--- src/rtl/swam_pkg.sv ---
`timescale 1ns / 1ps

package swam_pkg;

    // Default configuration, handed to the top level as parameter defaults.
    localparam int WINDOW_DEF       = 256;
    localparam int DELAY_DEF        = 8;
    localparam int SAMPLE_WIDTH_DEF = 16;

    // Reported positions are the low bits of the window index.
    localparam int POS_W = 8;

    typedef enum logic [1:0] {
        ST_IDLE,
        ST_SCAN,
        ST_PUSH
    } state_t;

    // Control part of the running best candidate passed from cell to cell.
    typedef struct packed {
        logic             valid;
        logic [POS_W-1:0] pos;
    } cand_ctl_t;

endpackage

--- src/rtl/swam_cell.sv ---
`timescale 1ns / 1ps

module swam_cell #(
    parameter int SAMPLE_WIDTH = swam_pkg::SAMPLE_WIDTH_DEF,
    parameter int POS          = 0
) (
    input  logic                      aclk,
    input  logic                      aresetn,
    input  logic                      shift_en,
    input  logic [SAMPLE_WIDTH-1:0]   sample_in,
    output logic [SAMPLE_WIDTH-1:0]   sample_out,
    input  swam_pkg::cand_ctl_t       cand_in,
    input  logic [SAMPLE_WIDTH-1:0]   cand_val_in,
    output swam_pkg::cand_ctl_t       cand_out,
    output logic [SAMPLE_WIDTH-1:0]   cand_val_out
);

    logic [SAMPLE_WIDTH-1:0] sample_reg, sample_next;
    swam_pkg::cand_ctl_t     ctl_reg, ctl_next;
    logic [SAMPLE_WIDTH-1:0] val_reg, val_next;

    always_comb begin
        sample_next = shift_en ? sample_in : sample_reg;
        ctl_next    = cand_in;
        val_next    = cand_val_in;
        // Strictly greater takes over, so ties keep the lower position.
        if ($signed(sample_reg) > $signed(cand_val_in)) begin
            ctl_next.pos = swam_pkg::POS_W'(POS);
            val_next     = sample_reg;
        end
    end

    always_ff @(posedge aclk) begin
        if (!aresetn) begin
            sample_reg <= '0;
            ctl_reg    <= '0;
        end else begin
            sample_reg <= sample_next;
            ctl_reg    <= ctl_next;
        end
    end

    always_ff @(posedge aclk) begin
        val_reg <= val_next;
    end

    assign sample_out   = sample_reg;
    assign cand_out     = ctl_reg;
    assign cand_val_out = val_reg;

endmodule

--- config.mk ---
export PLATFORM = sky130hd
export DESIGN_NAME = swam_cell
export DESIGN_NICKNAME = d
export VERILOG_FILES = /design/src/rtl/swam_pkg.sv /design/src/rtl/swam_cell.sv
export SDC_FILE = /design/constraint.sdc
export NUM_CORES = 1
export LEC_CHECK = 0
export ABC_CLOCK_PERIOD_IN_PS = 2200
export BUFFER_PORTS_ARGS = -buffer_cell sky130_fd_sc_hd__buf_2
export CAP_MARGIN = 40
export CORE_MARGIN = 5
export CORE_UTILIZATION = 41
export DETAILED_ROUTE_END_ITERATION = 7
export PLACE_DENSITY = 0.75
export RECOVER_POWER = 25
export SLEW_MARGIN = 20
export SYNTH_ARGS = -nofsm -noshare
export SYNTH_HDL_FRONTEND = slang
export SYNTH_SLANG_ARGS = --single-unit
--- constraint.sdc ---
create_clock -name aclk -period 2.2 [get_ports aclk]
set_input_delay 0.44 -clock aclk [delete_from_list [all_inputs] [get_ports aclk]]
set_output_delay 0.44 -clock aclk [all_outputs]
set_load 0.01 [all_outputs]
==> results.cfg <==
[status]
status = complete, no violations

[clock_network]
cts_tree = yes
cts_root_buf = clkbuf_8
ctsHoldBuffers = 0
cts.reportedPaths.clkPinSlew_ns = 0.08
h-tree-depth = 2
clkSinkCount = 41
cts_made_buffers = 5
clk_path_buf_depth = 2
worstSkewPairLatency_ns = 0.29

[setup_path]
crit_path_cell_trace = ha_1 > nand4_1 > buf_4 > a2111oi_4 > o21ai_2 > a21oi_4 > buf_6 > mux2_1
slowest_delay_ns = 0.34
crit_slowest_cell = dfxtp_1
crit_family = compound AO/OA/AOI/OAI gates
start_kind = flip-flop
crit_buf_inv = 2
cp_data_arrival_time_ns = 2.34
crit_type = reg2reg
end_kind = flip-flop
critPathRequiredTime_ns = 2.38
path_max_fanout = 6

[die]
rows = 24
die_y_um = 76.1
dieArea_um2 = 5790
chipWidth_um = 76.1
core_um2 = 4290
io_pins = 85
initial_core_util_pct = 41.7

[yosys]
synthCells = 170
synth_nets = 230
ys.flop_type = dfxtp_1
syn-cell-area_um2 = 1790
synthArstFlopShare_pct = 0
ys_ff_latch = 41
ys_warn_count = 0
ys_seq_area_share_pct = 45.8
synth_edf_count = 0
synth_area_per_cell_um2 = 10.5
yosysUniqueCellTypes = 26

[detailed_routing]
dr.pass1.iters = 4
routed_wl_um = 4280
antenna_left = 0
routed_via_density = 4.73
drt-initial-drc-count = 56
via_count = 1512
avgRoutedWirePerCell_um = 13.4
drc_errors = 0

[timing]
tightest_slew_ns = 0.962
final-setup-viol-count = 0
fin_hold_ws_ns = 0.347
fin_ws_ns = 0.0440
relSlewSlack_pct = 35.9
slew_viol_final = 0
min_period_over_period_pct = 98.0
hold_violations = 0
finalSetupTns_ns = 0
rsz0062_at_grt = yes
min_period_ns = 2.16
fmax_mhz = 464
fin_skew_ns = 0.00695

[final_layout]
area_delta_synth_final_pct = 43.5
drive_gt1_share_pct = 46.3
fillers = 388
fin_nets = 327
num_antenna_cells = 0
seq_area_um2 = 832
multi_input_comb_area_um2 = 976

[power_and_ir_drop]
power_density_nw_per_um2 = 714
vdd_drop_max_mv = 0.413
p_leak_nw = 1.34

[flow_run]
cap_violations = 0

[global_route]
grt_max_degree = 26
grt_pass1_vias = 1572
track_usage_pct = 14.1
grt.overflow.total = 0
grt_pass1_wl_um = 6810
antenna_found_initial = 0

[placement]
routabilityCongestion = 0.718
pre_cts_slack_ns = -0.192
dp_hpwl_um = 3230
portBuffers = 84

[hold_path]
min_path_type = in2reg
[cells in the mapped netlist, types with 2 or more instances]
master / n / area share, %
mux2i_1: 16 / 8.9
nand4_1: 4 / 1.4
inv_1: 16 / 3.4
clkbuf_1: 3 / 0.63
ha_1: 16 / 11
dfxtp_1: 41 / 46
nand2_1: 11 / 2.3
mux2_1: 16 / 10
o21ai_1: 2 / 0.56
nor2_1: 9 / 1.9
a21oi_1: 5 / 1.4
nor2b_1: 17 / 5.9
[layer usage]
metal  global-route usage (%)  vias up  wire (µm)
met2                     24.6       52       2170
met3                     5.08       10        323
met4                     5.59        0        102
met1                     15.3      685       1680
met5                        0        -          0
li1                         -      765          -
[worst paths after layout]
check | to | from | cells after the start | slack (ns)
max reg2reg | cand_val_out[1]$_DFF_P_ | sample_out[11]$_SDFFE_PN0P_ | 8 | 0.04
min | cand_out[8]$_SDFF_PN0_ | cand_in[8] | 2 | 0.35
min reg2reg | cand_val_out[9]$_DFF_P_ | sample_out[9]$_SDFFE_PN0P_ | 1 | 0.51
max | cand_val_out[1]$_DFF_P_ | sample_out[11]$_SDFFE_PN0P_ | 8 | 0.04
[power by group]
group / internal [mW] / total (mW) / switching [mW]
Sequential: 0.811 / 0.842 / 0.0317
Clock: 0.339 / 0.606 / 0.267
Combinational: 0.199 / 0.385 / 0.185
[repair_timing]
| action | CTS | global route |
|---|---|---|
| gates resized for setup | 2 | 23 |
| buffers inserted | 0 | 3 |
| pin swaps | 0 | 5 |
| gates cloned | 0 | 0 |
| endpoints found under the setup margin | 12 | 23 |
[metrics by stage]
stage	total power, mW	utilization, %	std cells	instance area [µm²]
after global placement	1.20	53.8	309	2310
after CTS	1.82	56.6	317	2430
after global routing	1.93	59.8	320	2570
after floorplan	1.05	-	170	1790
after detailed placement	1.21	53.8	309	2310
final	1.83	59.8	320	2570
[sequential cells by signal, summed over array words and instances (netlist names)]
register	cells
cand_out	9
sample_out	16
cand_val_out	16
[cells by family after synthesis]
family	Yosys count	share of synthesized area, %
compound gates	13	5.38
fa+ha+maj	16	11.2
buf+inv	22	5.31
flops	41	45.8
mux	32	19.0
simple gates	46	13.3
[cells in the final DEF, fill, tap and decap left out, types with 5 or more instances in the layout]
master,count
buf_2,83
dfxtp_1,34
inv_1,16
mux2i_1,16
nor2b_1,16
mux2_1,14
ha_1,12
nand2_1,11
nor2_1,9
buf_4,9
dfxtp_2,6
a21oi_1,5
clkbuf_8,5
[final cells by class]
cell class	instances	area share (%)
clock buffers	5	2.68
multi-input cells	107	38.0
flip-flops and latches	41	32.4
clock inverters	3	1.80
repair buffers	96	20.3
well taps	52	2.53
inverters	16	2.34
No activity file was read; power rests on OpenSTA's default activity.
