### src/rtl/swam_pkg.sv
`timescale 1ns / 1ps

package swam_pkg;

    // Default configuration, handed to the top level as parameter defaults.
    localparam int WINDOW_DEF       = 256;
    localparam int DELAY_DEF        = 8;
    localparam int SAMPLE_WIDTH_DEF = 16;

    // Reported positions are the low bits of the window index.
    localparam int POS_W = 8;

    typedef enum logic [1:0] {
        ST_IDLE,
        ST_SCAN,
        ST_PUSH
    } state_t;

    // Control part of the running best candidate passed from cell to cell.
    typedef struct packed {
        logic             valid;
        logic [POS_W-1:0] pos;
    } cand_ctl_t;

endpackage

### src/rtl/swam_delay.sv
`timescale 1ns / 1ps

module swam_delay #(
    parameter int DELAY = swam_pkg::DELAY_DEF
) (
    input  logic                       aclk,
    input  logic                       aresetn,
    input  logic                       push,
    input  logic [swam_pkg::POS_W-1:0] pos_in,
    output logic [swam_pkg::POS_W-1:0] pos_out
);

    logic [swam_pkg::POS_W-1:0] dly_reg  [DELAY];
    logic [swam_pkg::POS_W-1:0] dly_next [DELAY];

    always_comb begin
        dly_next[0] = push ? pos_in : dly_reg[0];
        for (int i = 1; i < DELAY; i++) begin
            dly_next[i] = push ? dly_reg[i-1] : dly_reg[i];
        end
    end

    always_ff @(posedge aclk) begin
        if (!aresetn) begin
            for (int i = 0; i < DELAY; i++) begin
                dly_reg[i] <= '0;
            end
        end else begin
            for (int i = 0; i < DELAY; i++) begin
                dly_reg[i] <= dly_next[i];
            end
        end
    end

    // Tap that the oldest stage takes on a push.
    assign pos_out = dly_next[DELAY-1];

endmodule

### config.mk
export PLATFORM = sky130hd
export DESIGN_NAME = swam_delay
export DESIGN_NICKNAME = d
export VERILOG_FILES = /design/src/rtl/swam_pkg.sv /design/src/rtl/swam_delay.sv
export SDC_FILE = /design/constraint.sdc
export NUM_CORES = 1
export LEC_CHECK = 0
export ABC_AREA = 1
export BUFFER_PORTS_ARGS = -buffer_cell sky130_fd_sc_hd__buf_2
export CAP_MARGIN = 20
export CORE_MARGIN = 3
export CORE_UTILIZATION = 52
export CTS_CLUSTER_DIAMETER = 200
export DETAILED_ROUTE_END_ITERATION = 8
export GPL_TIMING_DRIVEN = 0
export PLACE_DENSITY = 0.71
export RECOVER_POWER = 25
export SLEW_MARGIN = 20
export SYNTH_ARGS = -nofsm -noshare
export SYNTH_HDL_FRONTEND = slang
export SYNTH_SLANG_ARGS = --single-unit
export TNS_END_PERCENT = 50
### constraint.sdc
create_clock -name aclk -period 1.1 [get_ports aclk]
set_clock_uncertainty 0.05 [all_clocks]
set_input_delay 0.165 -clock aclk [delete_from_list [all_inputs] [get_ports aclk]]
set_output_delay 0.165 -clock aclk [all_outputs]
set_load 0.005 [all_outputs]
==> run metrics, run 1 <==
period utilization=108.4%; io pins=19; top cell type's share of synthesized area=55.20%; Clk pwr share=roughly 36%; Layout area overhead=19.68%; 1st-iter DRT viols=~120; hold crit path type=in -> reg; Critical-path top delay cell=dfxtp_1; # rows=23; synth unique cells=12; Crit Path Max Fanout=2; core area=between 4000 and 5000 sq um; Clock Tree Buf Depth=2; failing checks=negative setup slack; Detail Route Antenna Nets=0; final cell count without fillers=about 400; Leak Pwr=approximately 0.0013 uW; Worst Setup End Kind=output pin; Slew Viols, Final=0; Die Y=roughly 73 um; EDFF count, synth=0; ANT cells=0; switch share=approximately a quarter; MaxCap Viol Count=0; top-count cell post-synth=nor2_1; via-per-instance ratio=roughly 4.8; NumNets Final=360; via count=just under 2000; DRC Markers=0; Max Freq=around 0.84 GHz; post-synth top area cell=dfxtp_1; DRT Wirelength=4.736 mm; cell at the root of the clock tree=clkbuf_8; Async SR Flop Fraction=0%; initial antenna violation count=0; Crit path arrival time=980 ps; number of synthesized register bits=64; CTS tree=built; fillers=slightly below 400; crit-path cells=inv_2 > nand2_2 > nand2_2 > inv_2 > buf_6; Critical Path Start Type=register; design area=roughly 2800 sq um; Most used DFF post-synth=dfxtp_1; Final Hold Viols=0; Synth top cells by count=nor2_1 (120), dfxtp_1 (64), o21ai_0 (51); DR pass1 iterations=4; HP Start=pos_in[0]; P_sw=between 1000 and 1500 uW; most area-consuming cells after synthesis=dfxtp_1 (55%), nor2_1 (19%), o21ai_0 (11%); Slew HR=around 73%; peak supply drop=0.001197 V; TNS Setup=-591.3 ps; Comb power frac=10.6%; vias in the first global route=between 1500 and 2000; reg2reg path depth=8; worst reg2reg endpoint=dly_reg[1][30]; RSZ-0062 raised after global routing=yes; area of the multi-input gates=between 800 and 900 sq um; HPWL reported at the end of detailed placement=between 2 and 3 mm; Placer Congestion=0.7319; dpl ws=approximately 8 ps; Routed wire per std cell=roughly 12 um; register area=roughly 1300 sq um; Avg Inst Size Synth=around 7.5 sq um; total track usage=approximately a fifth; Max H-tree Level=3; final worst path period need=approximately 1200 ps; r2r startpoint=dly_reg[1][22]; ratio of cells with drive above 1 in the final layout=between 20% and 30%; largest net degree at the start of global routing=11; PD cells=1707 nW/um^2; hold path endpoint=dly_reg[0][0]; Worst-Skew Late Latency=330 ps; first-pass GRT wire length=slightly below 8 mm; Synth warnings=0; Setup WS post-layout=-92.26 ps; initial core utilization=a little under three fifths; Crit path max-delay family=flip-flops; Buffers on Ports=16; CP max stage delay=310 ps; r2r setup slk=-50 ps; clk sinks=64; outcome=finished with violations; max reg flops=between 60 and 70; clock input transition at the sequential cells of the worst setup and hold paths=60 ps; endpoints failing setup=9; Post-Syn Nets=320; hold path cells=3; Seq pwr share=about 54%; Seq/Total Area, Yosys=between 50% and 60%; die area=~5300 sq um; Worst Max-Slew Pin Slew=405.2 ps; die width=between 70 and 80 um; Int Pwr=roughly 3600 uW; Synth Instances=about 300; Syn Std Cell Area=2321 sq um; gr ovfl total=0; post-placement cell count=375; buffers plus inverters on the worst setup path=3; CP Class=reg -> out; placed instance area=2464 sq um; CTS Buf Count=9; required time worst endpoint=around 900 ps
==> metrics by stage <==
stage	hold slack [ps]	power [uW]	utilization, %
6_report	10.90	4743	67.03
4_1_cts	0.1971	4758	66.03
3_3_place_gp	333.8	2995	59.45
3_5_place_dp	344.7	3009	59.45
5_1_grt	24.15	4935	67.03
2_1_floorplan	249.9	2880	-
==> worst min-delay path, delay by kind of cell <==
family / cells / cell delay, ps
buffers and inverters: 1 / 80
and+or+nand+nor: 2 / 110
==> cells by family (layout without fill, tap and decap cells) <==
family,after synthesis,after routing,synth area share [%]
AO/OA/AOI/OAI,56,56,12.08
buffers and inverters,45,87,9.434
flip-flops,64,64,55.20
AND/OR/NAND/NOR,144,144,23.29
==> power by group through the flow <==
stage | sequential (uW) | combinational (uW) | clock [uW]
final | 2540 | 505 | 1700
after detailed placement | 2580 | 426 | 0
after global placement | 2580 | 416 | 0
after CTS | 2540 | 481 | 1740
after floorplan | 2560 | 316 | 0
after global routing | 2550 | 577 | 1810
==> layout make-up <==
class                   instances  share of cell area [%]
plain buffers                  19                   4.279
multi-input cells             200                   30.00
repair buffers                 29                   7.658
clock inverters                 1                  0.1802
inverters                      26                   3.604
clock buffers                  12                   5.586
well taps                      50                   2.252
flip-flops and latches         64                   46.44
==> worst max-delay path by stage <==
stage,from,cells after the start,end
after floorplan,push,6,pos_out[2]
after global placement,push,7,pos_out[6]
after detailed placement,push,7,pos_out[6]
after CTS,dly_reg[1][16],5,pos_out[0]
after global routing,dly_reg[1][21],5,pos_out[5]
final,dly_reg[1][22],5,pos_out[6]
==> what timing repair did <==
item	4_1_cts	5_1_grt
hold buffers	4	0
endpoints found under the hold margin	4	0
buffers inserted	8	1
endpoints found under the setup margin	8	10
resized for setup	10	17
gates cloned	0	0
pin swaps	6	5
==> cell usage in the layout, fill, tap and decap left out, types with 4 or more instances in the layout <==
cell type | synthesis | routed
buf_2 | 6 | 21
buf_4 | 6 | 10
buf_6 | 2 | 8
clkbuf_1 | 3 | 4
clkbuf_8 | 0 | 11
dfxtp_1 | 64 | 57
dfxtp_2 | 0 | 7
dlygate4sd3_1 | 0 | 4
inv_1 | 25 | 17
inv_2 | 0 | 8
nand2_1 | 24 | 20
nand2_2 | 0 | 4
nor2_1 | 120 | 119
o21ai_0 | 51 | 54
==> layer usage <==
metal	wire length (um)	vias to the layer above	track usage [%]
li1	-	1025	-
met1	2402	862	26.05
met2	2087	29	29.36
met3	157	8	5.923
met4	88	0	9.221
met5	0	-	0
Note: power is estimated with default switching activity, not from simulation.
==> inputs of run 2 (changes only) <==
Settings changed: TNS_END_PERCENT 50 to unset.
==> run metrics, run 2 (synthesis results as in run 1) <==
first-pass GRT wire length=~8 mm; outcome=finished with violations; r2r setup slk=-50 ps; NumNets Final=360; endpoints failing setup=9; Critical Path Start Type=register; ANT cells=0; Max H-tree Level=3; final worst path period need=about 1200 ps; Crit Path Max Fanout=2; r2r startpoint=dly_reg[1][22]; CTS Buf Count=9; required time worst endpoint=about 880 ps; Setup WS post-layout=-90.68 ps; CP Capture Point=pos_out[6]; die area=5301 sq um; core area=~4100 sq um; Slew Viols, Final=0; Detail Route Antenna Nets=0; DR pass1 iterations=4; vias in the first global route=roughly 1800; TNS Setup=-604.2 ps; largest net degree at the start of global routing=11; HPWL reported at the end of detailed placement=2.998 mm; Clock Tree Buf Depth=2; PD cells=about 1700 nW/um^2; Buffers on Ports=16; Routed wire per std cell=between 10 and 15 um; period utilization=108.2%; peak supply drop=0.001201 V; max reg flops=64; Slew HR=between 70% and 80%; commonest cells after routing, fill and taps aside=nor2_1 (119), dfxtp_1 (57), o21ai_0 (54), nand2_1 (20), buf_2 (20); RSZ-0062 raised after global routing=yes; Worst Max-Slew Pin Slew=397.4 ps; Layout area overhead=19.46%; via count=around 1900; cell at the root of the clock tree=clkbuf_8; Leak Pwr=0.001318 uW; Max Freq=0.8399 GHz; initial antenna violation count=0; worst setup path startpoint=dly_reg[1][22]; Final Hold Viols=0; DRC Markers=0; ratio of cells with drive above 1 in the final layout=about a fifth; Worst-Skew Late Latency=about 340 ps; Die Y=72.81 um; CP Class=reg -> out; MaxCap Viol Count=0; DRT Wirelength=4.692 mm; worst hold slack=9.416 ps; CTS tree=built; clock input transition at the sequential cells of the worst setup and hold paths=60 ps; reg2reg path depth=8; via-per-instance ratio=about 4.8; die width=~73 um; Placer Congestion=approximately 0.73; hold crit path type=in -> reg; commonest non-fill, non-tap cell in the layout=nor2_1; Worst Setup End Kind=output pin; worst reg2reg endpoint=dly_reg[1][30]; gr ovfl total=0; initial core utilization=56.01%; 1st-iter DRT viols=a little over 100; failing checks=negative setup slack; total track usage=19.65%; # rows=23; clk sinks=64; Crit path arrival time=slightly below 1000 ps; io pins=19
run 2: metal layers:
metal	share of wire, %	GRT usage [%]
met4	0.94	9.221
met5	0	0
met1	50	26.05
met3	4.5	5.923
met2	44	29.36
run 2: report_power, final:
part	internal (uW)	switching, uW	leakage (uW)	total, uW
logic	224	276	0.000702	500
registers	2470	68.9	0.000532	2540
clock network	900	802	0.0000842	1700
total	3590	1150	0.00132	4740
run 2: how the worst min path moves through the flow:
stage | from | slack [ps] | to | cells after the start
6_report | pos_in[0] | 9 | dly_reg[0][0] | 3
4_1_cts | pos_in[4] | 0.2 | dly_reg[0][4] | 3
3_5_place_dp | pos_in[3] | 340 | dly_reg[0][3] | 3
5_1_grt | pos_in[0] | 20 | dly_reg[0][0] | 3
2_1_floorplan | pos_in[0] | 250 | dly_reg[0][0] | 2
3_3_place_gp | pos_in[5] | 330 | dly_reg[0][5] | 3
run 2: final cells by class:
cell class / instances / area [sq um]
buffer: 19 / 118.9
sequential: 64 / 1290
tap: 50 / 62.56
timing repair buffer: 29 / 207.7
inverter: 26 / 100.1
multi-input combinational: 200 / 833.3
clock buffer: 12 / 155.1
fill: 389 / 1371
clock inverter: 1 / 5.005
run 2: per-stage QoR:
step | power [uW] | cells | cell area (sq um) | setup WS, ps | utilization (%)
detailed placement | 3009 | 375 | 2464 | 8.227 | 59.45
finish | 4741 | 401 | 2773 | -90.68 | 66.91
floorplan | 2880 | 309 | 2321 | 246.5 | -
CTS | 4763 | 401 | 2745 | -86.79 | 66.24
global route | 4933 | 401 | 2773 | -133.6 | 66.91
global placement | 2995 | 375 | 2464 | 20.16 | 59.45
run 2: worst max-delay path, cell delays in order, from the launching register on:
cell     delay (ps)
dfxtp_1         310
inv_2            60
nand2_2          50
nand2_2          90
inv_2            40
buf_6           100
run 2: repair_timing:
item | in CTS | in global routing
hold buffers | 4 | 0
gates resized for setup | 11 | 15
setup endpoints to repair | 8 | 10
pin swaps | 7 | 5
buffers inserted | 9 | 1
endpoints found under the hold margin | 4 | 0
==> inputs of run 3 (changes only) <==
Settings changed: ABC_AREA 1 to 0.
==> run metrics, run 3 <==
Slew Viols, Final=0; worst setup path startpoint=dly_reg[1][21]; # rows=24; Detail Route Antenna Nets=0; via count=about 1400; CP Capture Point=pos_out[5]; Most used DFF post-synth=dfxtp_1; Critical Path Start Type=register; Max Freq=about 0.8 GHz; 1st-iter DRT viols=between 50 and 60; Crit path depth=2; post-placement cell count=between 200 and 300; Worst Max-Slew Pin Slew=384.3 ps; PD cells=around 1500 nW/um^2; Crit Path Max Fanout=2; final worst path period need=roughly 1200 ps; vias in the first global route=about 1500; via-per-instance ratio=slightly below 5; io pins=19; P_sw=between 900 and 1000 uW; final cell count without fillers=about 290; r2r setup slk=about 200 ps; EDFF count, synth=0; Setup WS post-layout=-141.8 ps; first-pass GRT wire length=6.982 mm; initial antenna violation count=0; endpoints failing setup=8; DRT Wirelength=3.977 mm; clock input transition at the sequential cells of the worst setup and hold paths=roughly 60 ps; total track usage=17.31%; Routed wire per std cell=roughly 14 um; peak supply drop=between 0.0008 and 0.0009 V; core area=4444 sq um; number of synthesized register bits=64; synthesized-area fraction occupied by adder cells=0%; post-synth top area cell=dfxtp_1; Worst-Skew Late Latency=330 ps; Async SR Flop Fraction=0%; Seq/Total Area, Yosys=a little over half; CTS tree=built; hold buffers post-CTS=0; Synth Instances=roughly 210; Layout Utilization=64.19%; Clk pwr share=between 30% and 40%; die width=74.41 um; Synth top cells by count=dfxtp_1 (64), mux2i_1 (56), nor2b_1 (56); Max H-tree Level=3; Crit path arrival time=roughly 1000 ps; largest net degree at the start of global routing=11; period utilization=112.9%; gr ovfl total=0; Int Pwr=between 3000 and 4000 uW; CP Class=reg -> out; commonest cells after routing, fill and taps aside=mux2i_1 (56), nor2b_1 (56), dfxtp_1 (56), buf_4 (11); worst hold slack=45.83 ps; switch share=a little over a fifth; simple-gate portion of the synthesized area=roughly 16%; r2r startpoint=dly_reg[1][17]; fillers=about 360; DR pass1 iterations=3; Leak Pwr=0.001225 uW; ANT cells=0; crit-path cells=mux2_4 > buf_6; ratio of cells with drive above 1 in the final layout=between 20% and 30%; CTS Buf Count=9; Seq pwr share=~56%; hold crit path type=in -> reg; MaxCap Viol Count=0; cell at the root of the clock tree=clkbuf_8; synth unique cells=9; Clock Tree Buf Depth=2; Worst Setup End Kind=output pin; DRC Markers=0; top cell type's share of synthesized area=52.65%; Crit path max-delay family=flip-flops; Comb power frac=under 10%; required time worst endpoint=slightly below 900 ps; worst reg2reg endpoint=dly_reg[1][17]; post-synthesis mux area share=between 20 and 30%; Critical-path top delay cell=dfxtp_2; RSZ-0062 raised after global routing=yes; reg2reg path depth=4; placed instance area=around 2600 sq um; NumNets Final=250; most area-consuming cells after synthesis=dfxtp_1 (53%), mux2i_1 (23%), nor2b_1 (14%); Compound-Gate Fraction of Synth Area=0%; buffers plus inverters on the worst setup path=1; clk sinks=64; max reg flops=64; largest family of logic cells by synthesized area=multiplexers; Final Hold Viols=0; HP Start=pos_in[3]; Syn Std Cell Area=roughly 2400 sq um; post-synthesis xor/xnor area fraction=0%; Buffers on Ports=16; Total Power=roughly 4300 uW; HPWL reported at the end of detailed placement=approximately 2.8 mm; outcome=finished with violations; Synth warnings=0; top-count cell post-synth=dfxtp_1; Slew HR=between 70% and 80%; Layout area overhead=17.22%; Avg Inst Size Synth=~12 sq um; Post-Syn Nets=approximately 220; die area=between 5000 and 6000 sq um; failing checks=negative setup slack; Placer Congestion=approximately 0.67; design area=approximately 2900 sq um; Die Y=74.41 um; CP max stage delay=about 320 ps; initial core utilization=between 50% and 60%
## run 3: cell count changes in the layout (fill, tap and decap cells not counted), moves of 12 or more
cell | previous run | this run
o21ai_0 | 54 | 0
nor2_1 | 119 | 0
buf_2 | 20 | 8
nor2b_1 | 0 | 56
inv_1 | 16 | 0
nand2_1 | 20 | 0
mux2i_1 | 0 | 56
## run 3: logic make-up (layout without fill, tap and decap cells)
| logic type | count (synthesis) | after routing |
|---|---|---|
| flip-flops | 64 | 64 |
| multiplexers | 64 | 64 |
| buffers and inverters | 14 | 50 |
| AND/OR/NAND/NOR | 64 | 64 |
## run 3: metal layers
| metal | up-vias | part of all wire, % | track usage, % |
|---|---|---|---|
| met5 | - | 0 | 0 |
| met4 | 0 | 2.4 | 9.486 |
| met3 | 9 | 4.2 | 6.892 |
| met2 | 24 | 47 | 26.34 |
| met1 | 664 | 46 | 20.91 |
| li1 | 741 | - | - |
## run 3: worst reg2reg max path, cell delays in order (launching register included)
cell     delay, ps
dfxtp_2        320
buf_4          120
buf_4          120
mux2i_1        120
nor2b_1         60
## run 3: layout make-up
type / count / area, sq um / share of cell area [%]
timing repair buffer: 22 / 175.2 / 6.140
clock inverter: 1 / 5.005 / 0.1754
sequential: 64 / 1291 / 45.26
buffer: 14 / 86.33 / 3.026
multi-input combinational: 128 / 1081 / 37.89
tap: 52 / 65.06 / 2.281
clock buffer: 13 / 148.9 / 5.219
## run 3: what timing repair did
action	CTS	global route
gates cloned	0	0
setup buffers	5	1
endpoints found under the setup margin	8	8
pin swaps	0	0
gates resized for setup	17	3
## run 3: metrics by stage
step / TNS [ps] / setup slack (ps)
3_3_place_gp: -208.5 / -39.89
6_report: -1085 / -141.8
3_5_place_dp: -458.1 / -49.17
2_1_floorplan: 0 / 45.63
4_1_cts: -1262 / -165.0
5_1_grt: -1425 / -188.5
## run 3: power groups by stage
stage | Combinational [uW] | Clock (uW) | Sequential (uW)
3_3_place_gp | 239 | 0 | 2420
5_1_grt | 272 | 1810 | 2380
3_5_place_dp | 248 | 0 | 2420
2_1_floorplan | 198 | 0 | 2420
6_report | 247 | 1630 | 2370
4_1_cts | 251 | 1700 | 2370
## run 3: worst min path at each step
| stage | to | cells past startpoint |
|---|---|---|
| 3_5_place_dp | dly_reg[0][1] | 3 |
| 3_3_place_gp | dly_reg[0][4] | 3 |
| 2_1_floorplan | dly_reg[0][0] | 2 |
| 5_1_grt | dly_reg[0][6] | 3 |
| 6_report | dly_reg[0][3] | 3 |
| 4_1_cts | dly_reg[0][1] | 3 |
